### src/hdl/rwc_pkg.sv
`default_nettype none
package rwc_pkg;

    localparam int unsigned TAPS      = 9;
    localparam int unsigned COEF_W    = 16;
    localparam int unsigned SUM_W     = 30;
    localparam int unsigned WSUM_W    = 20;
    localparam int unsigned CHANNELS  = 4;
    localparam int unsigned CFG_IDX_W = 3;
    localparam int unsigned MAX_H     = 4096;
    localparam int unsigned H_W       = 13;
    localparam int unsigned ROW_W     = 14;

    typedef enum logic [CFG_IDX_W-1:0] {
        REG_WIDTH  = 3'd0,
        REG_HEIGHT = 3'd1,
        REG_COEF_A = 3'd2,
        REG_COEF_B = 3'd3,
        REG_COEF_C = 3'd4,
        REG_NORM   = 3'd5
    } t_reg_idx;

    typedef struct packed {
        logic [CHANNELS-1:0][SUM_W-1:0] sums;
        logic [WSUM_W-1:0]              wsum;
    } t_acc;

endpackage
`default_nettype wire

### src/hdl/rwc_cell.sv
`default_nettype none
module rwc_cell (
    input  wire                          i_clk,
    input  wire                          i_en,
    input  wire [31:0]                   i_pixel,
    input  wire [rwc_pkg::COEF_W-1:0]    i_coef,
    input  rwc_pkg::t_acc                i_acc,
    output rwc_pkg::t_acc                o_acc
);
    rwc_pkg::t_acc r_acc;
    rwc_pkg::t_acc n_acc;

    always_comb begin
        logic signed [24:0] prod;
        n_acc = i_acc;
        for (int c = 0; c < rwc_pkg::CHANNELS; c++) begin
            prod = $signed({1'b0, i_pixel[8*c +: 8]}) * $signed(i_coef);
            if (i_en) begin
                n_acc.sums[c] = i_acc.sums[c]
                    + rwc_pkg::SUM_W'($signed(prod));
            end
        end
        if (i_en) begin
            n_acc.wsum = i_acc.wsum + rwc_pkg::WSUM_W'($signed(i_coef));
        end
    end

    always_ff @(posedge i_clk) begin
        r_acc <= n_acc;
    end

    assign o_acc = r_acc;
endmodule
`default_nettype wire

### config.mk
export PLATFORM = sky130hd
export DESIGN_NAME = rwc_cell
export DESIGN_NICKNAME = d
export VERILOG_FILES = /design/src/hdl/rwc_pkg.sv /design/src/hdl/rwc_cell.sv
export SDC_FILE = /design/constraint.sdc
export NUM_CORES = 2
export LEC_CHECK = 0
export BUFFER_PORTS_ARGS = -buffer_cell sky130_fd_sc_hd__buf_2
export CAP_MARGIN = 5
export CORE_MARGIN = 8
export CORE_UTILIZATION = 60
export CTS_CLUSTER_DIAMETER = 50
export DETAILED_ROUTE_END_ITERATION = 10
export GPL_TIMING_DRIVEN = 0
export PLACE_DENSITY = 0.92
export SLEW_MARGIN = 10
export SYNTH_ARGS = -nofsm -noshare
export SYNTH_HDL_FRONTEND = slang
export SYNTH_SLANG_ARGS = --single-unit
### constraint.sdc
create_clock -name i_clk -period 15.75 [get_ports i_clk]
set_clock_uncertainty 0.1 [all_clocks]
set_input_delay 3.15 -clock i_clk [delete_from_list [all_inputs] [get_ports i_clk]]
set_output_delay 3.15 -clock i_clk [all_outputs]
set_load 0.01 [all_outputs]
Yosys cells after proc, flatten, opt, wreduce, memory -nomap -nowiden:

Cells that the tools add are included.

* register bits after elaboration: 140
* input port bits: 190
* output and inout port bits: 140
* logic and storage cells: 19

* $add $sub $neg: 5
* multipliers: 4
* multiplexer cells: 5

Operators by type and width (count)
* 30-bit adder: 4
* 30-bit two-way mux: 4
* 9-bit by 16-bit multiplier with 25-bit output: 4
* 20-bit adder: 1
* 20-bit two-way mux: 1

Logic depth before layout (Yosys ltp):

* depth in word-level cells: 3
* depth in mapped cells: 32
* gate-level depth less buffers: 31

Worst setup path before layout:

OpenSTA, ideal clock, no wires.

* path kind: input port to flip-flop
* from: in i_coef[9] (netlist bit)
* to: reg r_acc, in the netlist o_acc[49]
* setup time: 0.124 ns
* arrival: 9.822 ns
* data required time: 15.526 ns
* path slack: 5.704 ns
* stages: 30
* path buffers: 1
* path through: clkbuf_1 nand2_1 fa_1 inv_1 fa_1 fa_1 inv_1 fa_1 inv_1 ha_1 o21a_1 o21a_1 a21o_1 a311oi_1 o21ai_0 a31oi_1 nor2b_1 o21ai_0 nor2b_1 xnor2_1 ha_1 and3_1 and3_1 a221o_1 a21o_1 o311a_1 o41ai_1 nand2b_1 mux2i_1 xor2_1

RTL lines
* start, declared: RTL line rwc_cell.sv:6 `input wire [rwc_pkg::COEF_W-1:0] i_coef,`
* end signal, assigned: RTL line rwc_cell.sv:29 `r_acc <= n_acc;`
* end, declared: RTL line rwc_cell.sv:10 `rwc_pkg::t_acc r_acc;`

==> flow_metrics.tcl <==
set metrics [dict create \
    status "finished clean" \
    core_sq_um 47800 \
    ctsHtreeMaxLevel 4 \
    dr.pass1.iters 5 \
    endpoint_kind "register" \
    initialDrtViolationCount 1812 \
    critPathKind "input pin to register" \
    crit_path_frequent_cell "fa_1" \
    area_growth_pct 10.4 \
    cp-start-kind "input pin" \
    antenna_found_initial 14 \
    slowest_delay_ps 700 \
    muxShareOfSynthArea 0.0406 \
    via_per_inst 5.71 \
    multiInputGateArea_sq_um 23400 \
    crit_family "compound AO/OA/AOI/OAI gates" \
    post_cts_buffers 0 \
    floorplan.initialDensity 0.608 \
    synth_top_family_by_area "adder cells" \
    max_freq_ghz 0.0897 \
    pin_count 330 \
    syn_area_sq_um 29100 \
    rsz0062_at_grt "false" \
    ys.flop_type "dfxtp_1" \
    setup_viol 0 \
    clkTransAtPathRegs_ps 60 \
    cts.sinks 140 \
    required_ps 16040 \
    final_hold_viol_count 0 \
    clk_path_buf_depth 2 \
    slew_violations 0 \
    ctsHoldBuffers 0 \
    synth_cells 3390 \
    rows 80 \
    synth_commonest_cells "inv_1 (658), fa_1 (413), ha_1 (347)" \
    ctsResizeCount 0 \
    yosys.area_share.adder 0.433 \
    max_slew_margin 0.164 \
    synth_edf_count 0 \
    crit_fanout 10 \
    fp.dieArea_sq_um 55800 \
    overflow 0 \
    ant_nets 0 \
    critPathBufInv 6 \
    yosys_warnings 0 \
    wl_per_cell_microns 19.2 \
    worstMarginPinSlew_ps 1250 \
    synthSimpleGateAreaFrac 0.148 \
    hold_class "input pin to register" \
    synthTopCellsByArea "fa_1 (28%), ha_1 (15%), dfxtp_1 (9.6%)" \
    routabilityCongestion 0.974 \
    whs_ps 2740 \
    fillers 3792 \
    crit_slowest_cell "clkbuf_1" \
    die_h_microns 236 \
    routed_wl_mm 83.8 \
    arrival_ps 11440 \
    yosys.area.top_type_share 0.284 \
    async_flop_share 0 \
    vias 24965 \
    tns_ps 0 \
    synth_seq_cells 140 \
    cap_viol_max_count 0 \
    fin_crit_sh 0.708 \
    largest_reg_flops 140 \
    seq_area_sq_um 2800 \
    synth_compound_area_frac 0.122 \
    fin_crit_ps 11150 \
    die_x_microns 236 \
    synth_area_per_cell_sq_um 8.58 \
    grtUsageTotal 0.301 \
    port_buffers 328 \
    grt_pass1_wl_mm 134 \
    nNetsFinal 4687 \
    cts_tree "built" \
    final_layout_size_suffix_gt1_frac 0.128 \
    cts_root_buffer "clkbuf_16" \
    dp_hpwl_mm 68.6 \
    worstHoldEndpoint "o_acc[79]" \
    grt_pass1_vias 26530 \
    yosysSeqAreaShare 0.0963 \
    yosys.area.top_type "fa_1" \
    min_from "i_acc[79]" \
    grt_max_degree 17 \
    cts_made_buffers 17 \
    synth_xor_area_frac 0.0608 \
    synth.distinct_cells 66 \
    drc_errors 0 \
    synth_fp_nets 4340 \
    holdPathStages 2 \
    yosysMostFrequentCell "inv_1" \
]
==> stage by stage <==
stage,instances,area [sq um],util,setup WS [ps]
after floorplan,3390,29100,-,5700
after global placement,4333,31500,0.658,4290
after detailed placement,4333,31500,0.659,4210
after CTS,4364,32100,0.671,4720
after global routing,4370,32100,0.671,4060
final,4374,32100,0.671,4600
==> worst max path at each step <==
stage	endpoint	cells past startpoint	slack, ps	from
6_report	o_acc[79]	29	4600	i_coef[15]
5_1_grt	o_acc[79]	29	4060	i_coef[15]
4_1_cts	o_acc[79]	29	4720	i_coef[15]
3_5_place_dp	o_acc[79]	29	4210	i_coef[15]
3_3_place_gp	o_acc[49]	27	4290	i_coef[15]
2_1_floorplan	o_acc[49]	30	5700	i_coef[9]
==> layer usage <==
layer | part of all wire | global-route usage
met5 | 0.00043 | 0
met4 | 0.057 | 0.166
met3 | 0.093 | 0.0914
met2 | 0.48 | 0.508
met1 | 0.37 | 0.338
==> cells by family (layout without fill, tap and decap cells) <==
kind of cell | after synthesis | after routing
simple gates | 883 | 883
buf+inv | 761 | 1120
mux | 105 | 105
xor+xnor | 202 | 202
other cells | 0 | 10
fa+ha+maj | 760 | 760
flops | 140 | 140
compound gates | 539 | 539
==> cell usage in the layout, fill, tap and decap left out, drive strengths merged, types with 27 or more instances in the layout <==
| cell type | count |
|---|---|
| xor2 | 42 |
| o21ai | 92 |
| nand2b | 28 |
| buf | 330 |
| xnor2 | 160 |
| a21o | 85 |
| and2 | 261 |
| clkbuf | 123 |
| a21oi | 160 |
| o21a | 38 |
| o21bai | 27 |
| ha | 347 |
| nand2 | 346 |
| nor2 | 122 |
| fa | 413 |
| mux2 | 103 |
| dfxtp | 140 |
| inv | 658 |
==> final cells by class <==
| type | count | area share |
|---|---|---|
| Inverter | 658 | 0.0769 |
| Timing Repair Buffer | 328 | 0.0511 |
| Clock inverter | 9 | 0.00354 |
| Multi-Input combinational cell | 2489 | 0.730 |
| Tap cell | 615 | 0.0240 |
| Sequential cell | 140 | 0.0873 |
| Buffer | 103 | 0.0122 |
| Antenna cell | 10 | 0.000779 |
| Clock buffer | 22 | 0.0148 |
Power is not shown: default switching activity piles up to over one toggle a cycle in this logic, so the estimate is an artifact.
