$ cat config.mk
export PLATFORM = sky130hd
export DESIGN_NAME = rwc_div
export DESIGN_NICKNAME = d
export VERILOG_FILES = /design/src/hdl/rwc_pkg.sv /design/src/hdl/rwc_div.sv
export SDC_FILE = /design/constraint.sdc
export NUM_CORES = 1
export LEC_CHECK = 0
export BUFFER_PORTS_ARGS = -buffer_cell sky130_fd_sc_hd__buf_2
export CELL_PAD_IN_SITES_DETAIL_PLACEMENT = 0
export CELL_PAD_IN_SITES_GLOBAL_PLACEMENT = 1
export CORE_MARGIN = 1.5
export CORE_UTILIZATION = 45
export CTS_CLUSTER_SIZE = 25
export DETAILED_ROUTE_END_ITERATION = 12
export PLACE_DENSITY_LB_ADDON = 0.1
export SYNTH_ARGS = -nofsm -noshare
export SYNTH_HDL_FRONTEND = slang
export SYNTH_SLANG_ARGS = --single-unit
$ cat constraint.sdc
create_clock -name i_clk -period 10.5 [get_ports i_clk]
set_input_delay 1.575 -clock i_clk [delete_from_list [all_inputs] [get_ports i_clk]]
set_output_delay 1.575 -clock i_clk [all_outputs]
set_load 0.05 [all_outputs]
$ cat src/hdl/rwc_pkg.sv
`default_nettype none
package rwc_pkg;

    localparam int unsigned TAPS      = 9;
    localparam int unsigned COEF_W    = 16;
    localparam int unsigned SUM_W     = 30;
    localparam int unsigned WSUM_W    = 20;
    localparam int unsigned CHANNELS  = 4;
    localparam int unsigned CFG_IDX_W = 3;
    localparam int unsigned MAX_H     = 4096;
    localparam int unsigned H_W       = 13;
    localparam int unsigned ROW_W     = 14;

    typedef enum logic [CFG_IDX_W-1:0] {
        REG_WIDTH  = 3'd0,
        REG_HEIGHT = 3'd1,
        REG_COEF_A = 3'd2,
        REG_COEF_B = 3'd3,
        REG_COEF_C = 3'd4,
        REG_NORM   = 3'd5
    } t_reg_idx;

    typedef struct packed {
        logic [CHANNELS-1:0][SUM_W-1:0] sums;
        logic [WSUM_W-1:0]              wsum;
    } t_acc;

endpackage
`default_nettype wire

$ cat src/hdl/rwc_div.sv
`default_nettype none
module rwc_div (
    input  wire            i_clk,
    input  wire            i_rst_n,
    input  wire            i_start,
    input  rwc_pkg::t_acc  i_acc,
    output logic           o_done,
    output logic [31:0]    o_pix
);
    typedef enum logic {ST_IDLE, ST_RUN} t_state;

    t_state                                           r_state;
    logic [2:0]                                       r_bit;
    logic [rwc_pkg::CHANNELS-1:0][rwc_pkg::SUM_W-1:0] r_rem;
    logic [rwc_pkg::SUM_W-1:0]                        r_den;
    logic [rwc_pkg::CHANNELS-1:0][7:0]                r_q;
    logic [rwc_pkg::CHANNELS-1:0]                     r_nil;
    logic [rwc_pkg::CHANNELS-1:0]                     r_sat;
    logic                                             r_done;

    always_ff @(posedge i_clk) begin
        logic [rwc_pkg::SUM_W-1:0] mag;
        logic [rwc_pkg::SUM_W-1:0] den;
        logic [rwc_pkg::SUM_W-1:0] sub;
        logic                      wneg;
        if (!i_rst_n) begin
            r_state <= ST_IDLE;
            r_done  <= 1'b0;
            r_bit   <= '0;
        end else begin
            r_done <= (r_state == ST_RUN) && (r_bit == 3'd0);
            unique case (r_state)
                ST_IDLE: begin
                    if (i_start) begin
                        wneg = i_acc.wsum[rwc_pkg::WSUM_W-1];
                        den  = rwc_pkg::SUM_W'(wneg ? -$signed(i_acc.wsum)
                                                    : $signed(i_acc.wsum));
                        den  = den & {{(rwc_pkg::SUM_W-rwc_pkg::WSUM_W){1'b0}},
                                      {rwc_pkg::WSUM_W{1'b1}}};
                        r_den <= den;
                        for (int c = 0; c < rwc_pkg::CHANNELS; c++) begin
                            mag = i_acc.sums[c][rwc_pkg::SUM_W-1] ? -i_acc.sums[c]
                                                                 : i_acc.sums[c];
                            r_rem[c] <= mag;
                            r_q[c]   <= '0;
                            r_nil[c] <= (i_acc.sums[c] == '0)
                                || (i_acc.sums[c][rwc_pkg::SUM_W-1] != wneg);
                            r_sat[c] <= mag >= (den << 8);
                        end
                        r_bit   <= 3'd7;
                        r_state <= ST_RUN;
                    end
                end
                ST_RUN: begin
                    for (int c = 0; c < rwc_pkg::CHANNELS; c++) begin
                        sub = r_den << r_bit;
                        if (r_rem[c] >= sub) begin
                            r_rem[c]      <= r_rem[c] - sub;
                            r_q[c][r_bit] <= 1'b1;
                        end
                    end
                    if (r_bit == 3'd0) begin
                        r_state <= ST_IDLE;
                    end else begin
                        r_bit <= r_bit - 3'd1;
                    end
                end
                default: r_state <= ST_IDLE;
            endcase
        end
    end

    always_comb begin
        for (int c = 0; c < rwc_pkg::CHANNELS; c++) begin
            o_pix[8*c +: 8] = r_nil[c] ? 8'd0 : (r_sat[c] ? 8'hFF : r_q[c]);
        end
    end

    assign o_done = r_done;
endmodule
`default_nettype wire

* After elaboration in Yosys (flattened, before gate mapping)
Index checks and enable logic that the tools add are counted.
** Word-level totals
- Bits in registers :: 185
- Input bits :: 143
- Output and inout port bits :: 33
- Word-level logic and storage cells :: 100
** Cells by class
- Add/subtract/negate cells :: 10
- Order comparisons :: 10
- Equal/unequal tests :: 10
- Shift operators :: 1
- Muxes and demuxes :: 33
- Bitwise operators :: 5
- Reductions and logical operators :: 17
** Operator list (count)
- 30-bit two-way mux :: 8
- 120-bit one-hot mux with 2 select lines :: 1
- 30-bit by 28-bit greater-or-equal comparator with 1-bit output :: 4
- 30-bit greater-or-equal comparator :: 4
- 30-bit logical NOT :: 4
- 120-bit two-way mux :: 1
- 30-bit negator :: 4
- 30-bit subtractor :: 4
- 8-bit two-way mux :: 12
- 32-bit one-hot mux with 2 select lines :: 1
- 32-bit two-way mux :: 1
- 8-bit OR :: 4
- 20-bit by 3-bit left shift with 30-bit output :: 1
- 20-bit two-way mux :: 1
- 20-bit negator :: 1
- 3-bit AND reduction :: 5
- 2-bit by 1-bit != test with 1-bit output, second input constant :: 4
- 3-bit two-way mux :: 2
- 3-bit one-hot mux with 2 select lines :: 1
- 1-bit logical OR :: 4
- 3-bit by 4-bit < comparator with 1-bit output, second input constant :: 1
- 1-bit != test :: 4
- 2-bit != test, second input constant :: 2
- 1-bit demux with 3-bit select :: 1
- 8 further kinds :: 11

* Longest topological paths before layout
- Depth in word-level cells :: 7
- Gate-level depth with buffers :: 16
- Depth with buffers taken out :: 16

* Worst setup path before layout
Ideal clock, no wire load.
- Kind :: register -> register
- Start point :: register r_bit[0]
- End point :: register r_q[10] (netlist bit), enable pin
- Setup time :: 456 ps
- Arrival time :: 5539 ps
- Data required time :: 10044 ps
- Setup slack :: 4505 ps
- Stages on the path, launching flop included :: 15
- Path buffers :: 3
- Clock period less this slack :: 5995 ps
- Cells stage by stage :: dfxtp_1 -> clkbuf_1 -> inv_1 -> clkbuf_1 -> a21oi_1 -> mux2i_1 -> ha_1 -> clkbuf_1 -> nand4_1 -> nor3_1 -> o311ai_0 -> a2111oi_0 -> o31a_1 -> o221ai_1 -> a31oi_1
** Between the ends
- Longest elaborated chain between the ends :: 4
** Ends and longest elaborated chain
- start: declaration :: RTL line rwc_div.sv:13 : logic [2:0] r_bit;
- start signal: assignment :: RTL line rwc_div.sv:65 : r_bit <= r_bit - 3'd1;
- 20-bit by 3-bit left shift with 30-bit output :: RTL line rwc_div.sv:56 : sub = r_den << r_bit;
- 30-bit greater-or-equal comparator :: RTL line rwc_div.sv:57 : if (r_rem[c] >= sub) begin
- 2-bit by 1-bit != test with 1-bit output (no source line)
- 3-bit AND reduction (no source line)
- end signal: indexed assignment :: RTL line rwc_div.sv:45 : r_q[c] <= '0;
- end signal: indexed assignment :: RTL line rwc_div.sv:59 : r_q[c][r_bit] <= 1'b1;
- end: declaration :: RTL line rwc_div.sv:16 : logic [rwc_pkg::CHANNELS-1:0][7:0] r_q;
No other way between the ends.
A chain may end at the register's enable or synchronous reset.

* Worst setup path in the final report
- Start point :: register r_bit[0]
- End point :: register r_rem[41] (netlist bit), enable pin
** Between the ends
- Longest elaborated chain between the ends :: 4
** Ends and longest elaborated chain
- 20-bit by 3-bit left shift with 30-bit output :: RTL line rwc_div.sv:56
- 30-bit greater-or-equal comparator :: RTL line rwc_div.sv:57
- 2-bit by 1-bit != test with 1-bit output (no source line)
- 3-bit AND reduction (no source line)
- end signal: indexed assignment :: RTL line rwc_div.sv:44 : r_rem[c] <= mag;
- end signal: indexed assignment :: RTL line rwc_div.sv:58 : r_rem[c] <= r_rem[c] - sub;
- end: declaration :: RTL line rwc_div.sv:14 : logic [rwc_pkg::CHANNELS-1:0][rwc_pkg::SUM_W-1:0] r_rem;
No other way between the ends.

==> metrics <==
H-tree depth=4; setup tns final=0 ns; Hold Path Class=register to register; DR WL/cell=about 24 um; row cnt=76; outcome=complete, no violations; core area=around 0.043 mm2; most common cell after layout, fill and taps aside=nor2_1; # diodes=0; root buf cell=clkbuf_16; final hold violations=0; Post-synth EDFFs=180; Clock Path Buffers=2; design area=0.0219 mm2; Total Wirelength=just over 70 mm; CTS tree=yes; fin crit share=0.534; full die area=between 0.04 and 0.05 mm2; ANT nets after route=0; DR vias/cell=around 6.3; clk slew on worst S/H paths=around 0.08 ns; # port buffers=between 150 and 200; most frequent cells in the layout=nor2_1 (316), a21oi_1 (206), ha_1 (199), edfxtp_1 (180), buf_2 (175); cell count of the worst reg-to-reg path=12; cells after synthesis=2375; Post-Synth XOR/XNOR Area=0.0870; pwr/cell area=~170 mW/mm2; Die Wd=approximately 210 um; Synth Flop Type=edfxtp_1; CP Max Fanout=25; Final Skew=0.0112 ns; Final Max Slew Viols=0; Crit Path Class=register to register; syn_area_per_cell=8.35 um2; RSZ-0062 raised after global routing=no; Worst EP required=10.69 ns; I/O pins=176; Worst Path Arrival=5.80 ns; synth unique cells=82; Net Count, Synth=roughly 2700; hold buffers post-CTS=0; Simple-Gate Fraction of Synth Area=0.208; Seq cells post-synth=approximately 190; Pleak=around 8.7 nW; first-pass GRT wire length=roughly 110 mm; CTS buffer count=17; worst r2r src=r_bit[0]$_SDFFE_PN0P_; multiplexer area fraction after synthesis=0.0350; Die Y=between 200 and 250 um; Tot Pwr=between 3 and 4 mW; worst slew pin tran=1.23 ns; CTS resizes=0; Seq/Total Area, Yosys=0.278; compound-cell area share of the yosys netlist=0.225; initial antenna violation count=1; Synth Cell Area=between 0.015 and 0.02 mm2; CP endpoint kind=register; critical path endpoint=r_rem[41]$_DFFE_PP_; clk_lat worst skew=between 0.5 and 0.6 ns; Global Route Usage Sum=0.323; drc violations=0; Ys Warns=0; vias in the first global route=17900; nets=~2800; DR pass1 iterations=6; HPWL after DPL=about 56 mm; Initial Util=0.458; Clock Sinks=between 150 and 200; Crit. Startpoint=r_bit[0]$_SDFFE_PN0P_; Tmin final=around 5.6 ns; GR Overflow Total=0; FFs w/ async S/R, synth=0; reg2reg end=r_rem[41]$_DFFE_PP_; share of cells above drive strength 1=0.122; f_max=roughly 0.18 GHz; startpoint types=register; final hold slack=about 0.56 ns; dpl cell area=0.0213 mm2; max-cap check violation count=0; flop2flop setup slack=4.90 ns; total number of vias=about 19000; largest family of logic cells by synthesized area=compound AO/OA/AOI/OAI gates; Final setup viols=0; area grow syn2layout=10.4%; Setup Fix Bufs, Post-CTS=0; pin count of the biggest net entering global routing=approximately 70; worst ir drop on vdd=roughly 130 uV; slew margin rel.=0.160; Detailed Route Iter0 Violations=1699; GP Congestion=0.944; Synth Area in Adders=0.130
per-stage QoR:
stage	utilization	worst slack, ns	instances
after floorplan	-	4.50	2375
after global placement	0.493	4.88	3050
after detailed placement	0.493	4.73	3050
after CTS	0.506	4.98	3082
after global routing	0.506	4.61	3082
final	0.506	4.90	3082
how the worst min path moves through the flow:
stage | endpoint | start | cells past startpoint | slack [ns]
after CTS | r_bit[1]$_SDFFE_PN0P_ | r_bit[1]$_SDFFE_PN0P_ | 1 | 0.56
after global routing | r_bit[1]$_SDFFE_PN0P_ | r_bit[1]$_SDFFE_PN0P_ | 1 | 0.59
after detailed placement | r_bit[1]$_SDFFE_PN0P_ | r_bit[1]$_SDFFE_PN0P_ | 1 | 0.54
final | r_bit[1]$_SDFFE_PN0P_ | r_bit[1]$_SDFFE_PN0P_ | 1 | 0.56
after floorplan | r_q[0]$_SDFFCE_PN0P_ | r_q[0]$_SDFFCE_PN0P_ | 2 | 0.54
after global placement | r_bit[1]$_SDFFE_PN0P_ | r_bit[1]$_SDFFE_PN0P_ | 1 | 0.53
critical path, stage by stage, from the launching register on:
cell and delay (ns):
dfxtp_1 0.39, buf_4 0.36, mux4_2 0.59, mux2i_2 0.71, ha_1 0.34, nand4_1 0.16
nor3_1 0.30, o311ai_0 0.26, a2111oi_0 0.66, o31a_1 0.26, o221ai_1 0.19, a31oi_4 0.62
buf_4 0.40
final cells by class:
type,count,area [um2]
inverter,80,300
tap,585,732
multi-input combinational,1995,13700
sequential,185,5510
timing repair buffer,205,1100
clock inverter,15,136
fill,4240,21400
clock buffer,17,425
flip-flops by register name, summed over array words and instances, names as in the netlist:
name and flops:
r_sat 4, r_rem 120, r_state 1, o_done 1
r_q 32, r_bit 3, r_nil 4, r_den 20
cell usage after synthesis, types with 15 or more instances:
cell type / number / area share
a211oi_1: 29 / 0.011
a21o_1: 77 / 0.029
a21oi_1: 206 / 0.052
a31oi_1: 29 / 0.0091
and2_1: 15 / 0.0047
and3_1: 17 / 0.0054
clkbuf_1: 102 / 0.019
edfxtp_1: 180 / 0.27
ha_1: 199 / 0.13
inv_1: 80 / 0.015
mux2i_1: 31 / 0.016
nand2_1: 166 / 0.031
nand2b_1: 22 / 0.0069
nand3_1: 60 / 0.015
nand4_1: 40 / 0.013
nor2_1: 316 / 0.060
nor2b_1: 21 / 0.0066
nor3_1: 62 / 0.016
nor4_1: 23 / 0.0073
o21a_1: 28 / 0.011
o21ai_0: 130 / 0.033
o21bai_1: 15 / 0.0057
o31ai_1: 43 / 0.016
o41ai_1: 17 / 0.0075
or3_1: 23 / 0.0073
or4_1: 30 / 0.011
xnor2_1: 137 / 0.061
xor2_1: 60 / 0.026
routing by layer:
layer	share of wire	track usage	vias up
met5	0.00018	0	-
met4	0.032	0.119	2
met3	0.075	0.0575	105
met2	0.44	0.499	763
met1	0.45	0.450	9265
li1	-	-	9147
where the power goes:
group	switching [mW]	internal (mW)
clock	0.358	0.313
sequential	0.0431	0.926
combinational	1.25	0.738
cells by family (layout without fill, tap and decap cells):
logic type,count (synthesis),after routing
adder cells (fa/ha/maj),203,203
AO/OA/AOI/OAI,690,690
buffers and inverters,195,317
flip-flops,185,185
XOR/XNOR,197,197
multiplexers,53,53
AND/OR/NAND/NOR,852,852
(Power assumes the default switching activity.)
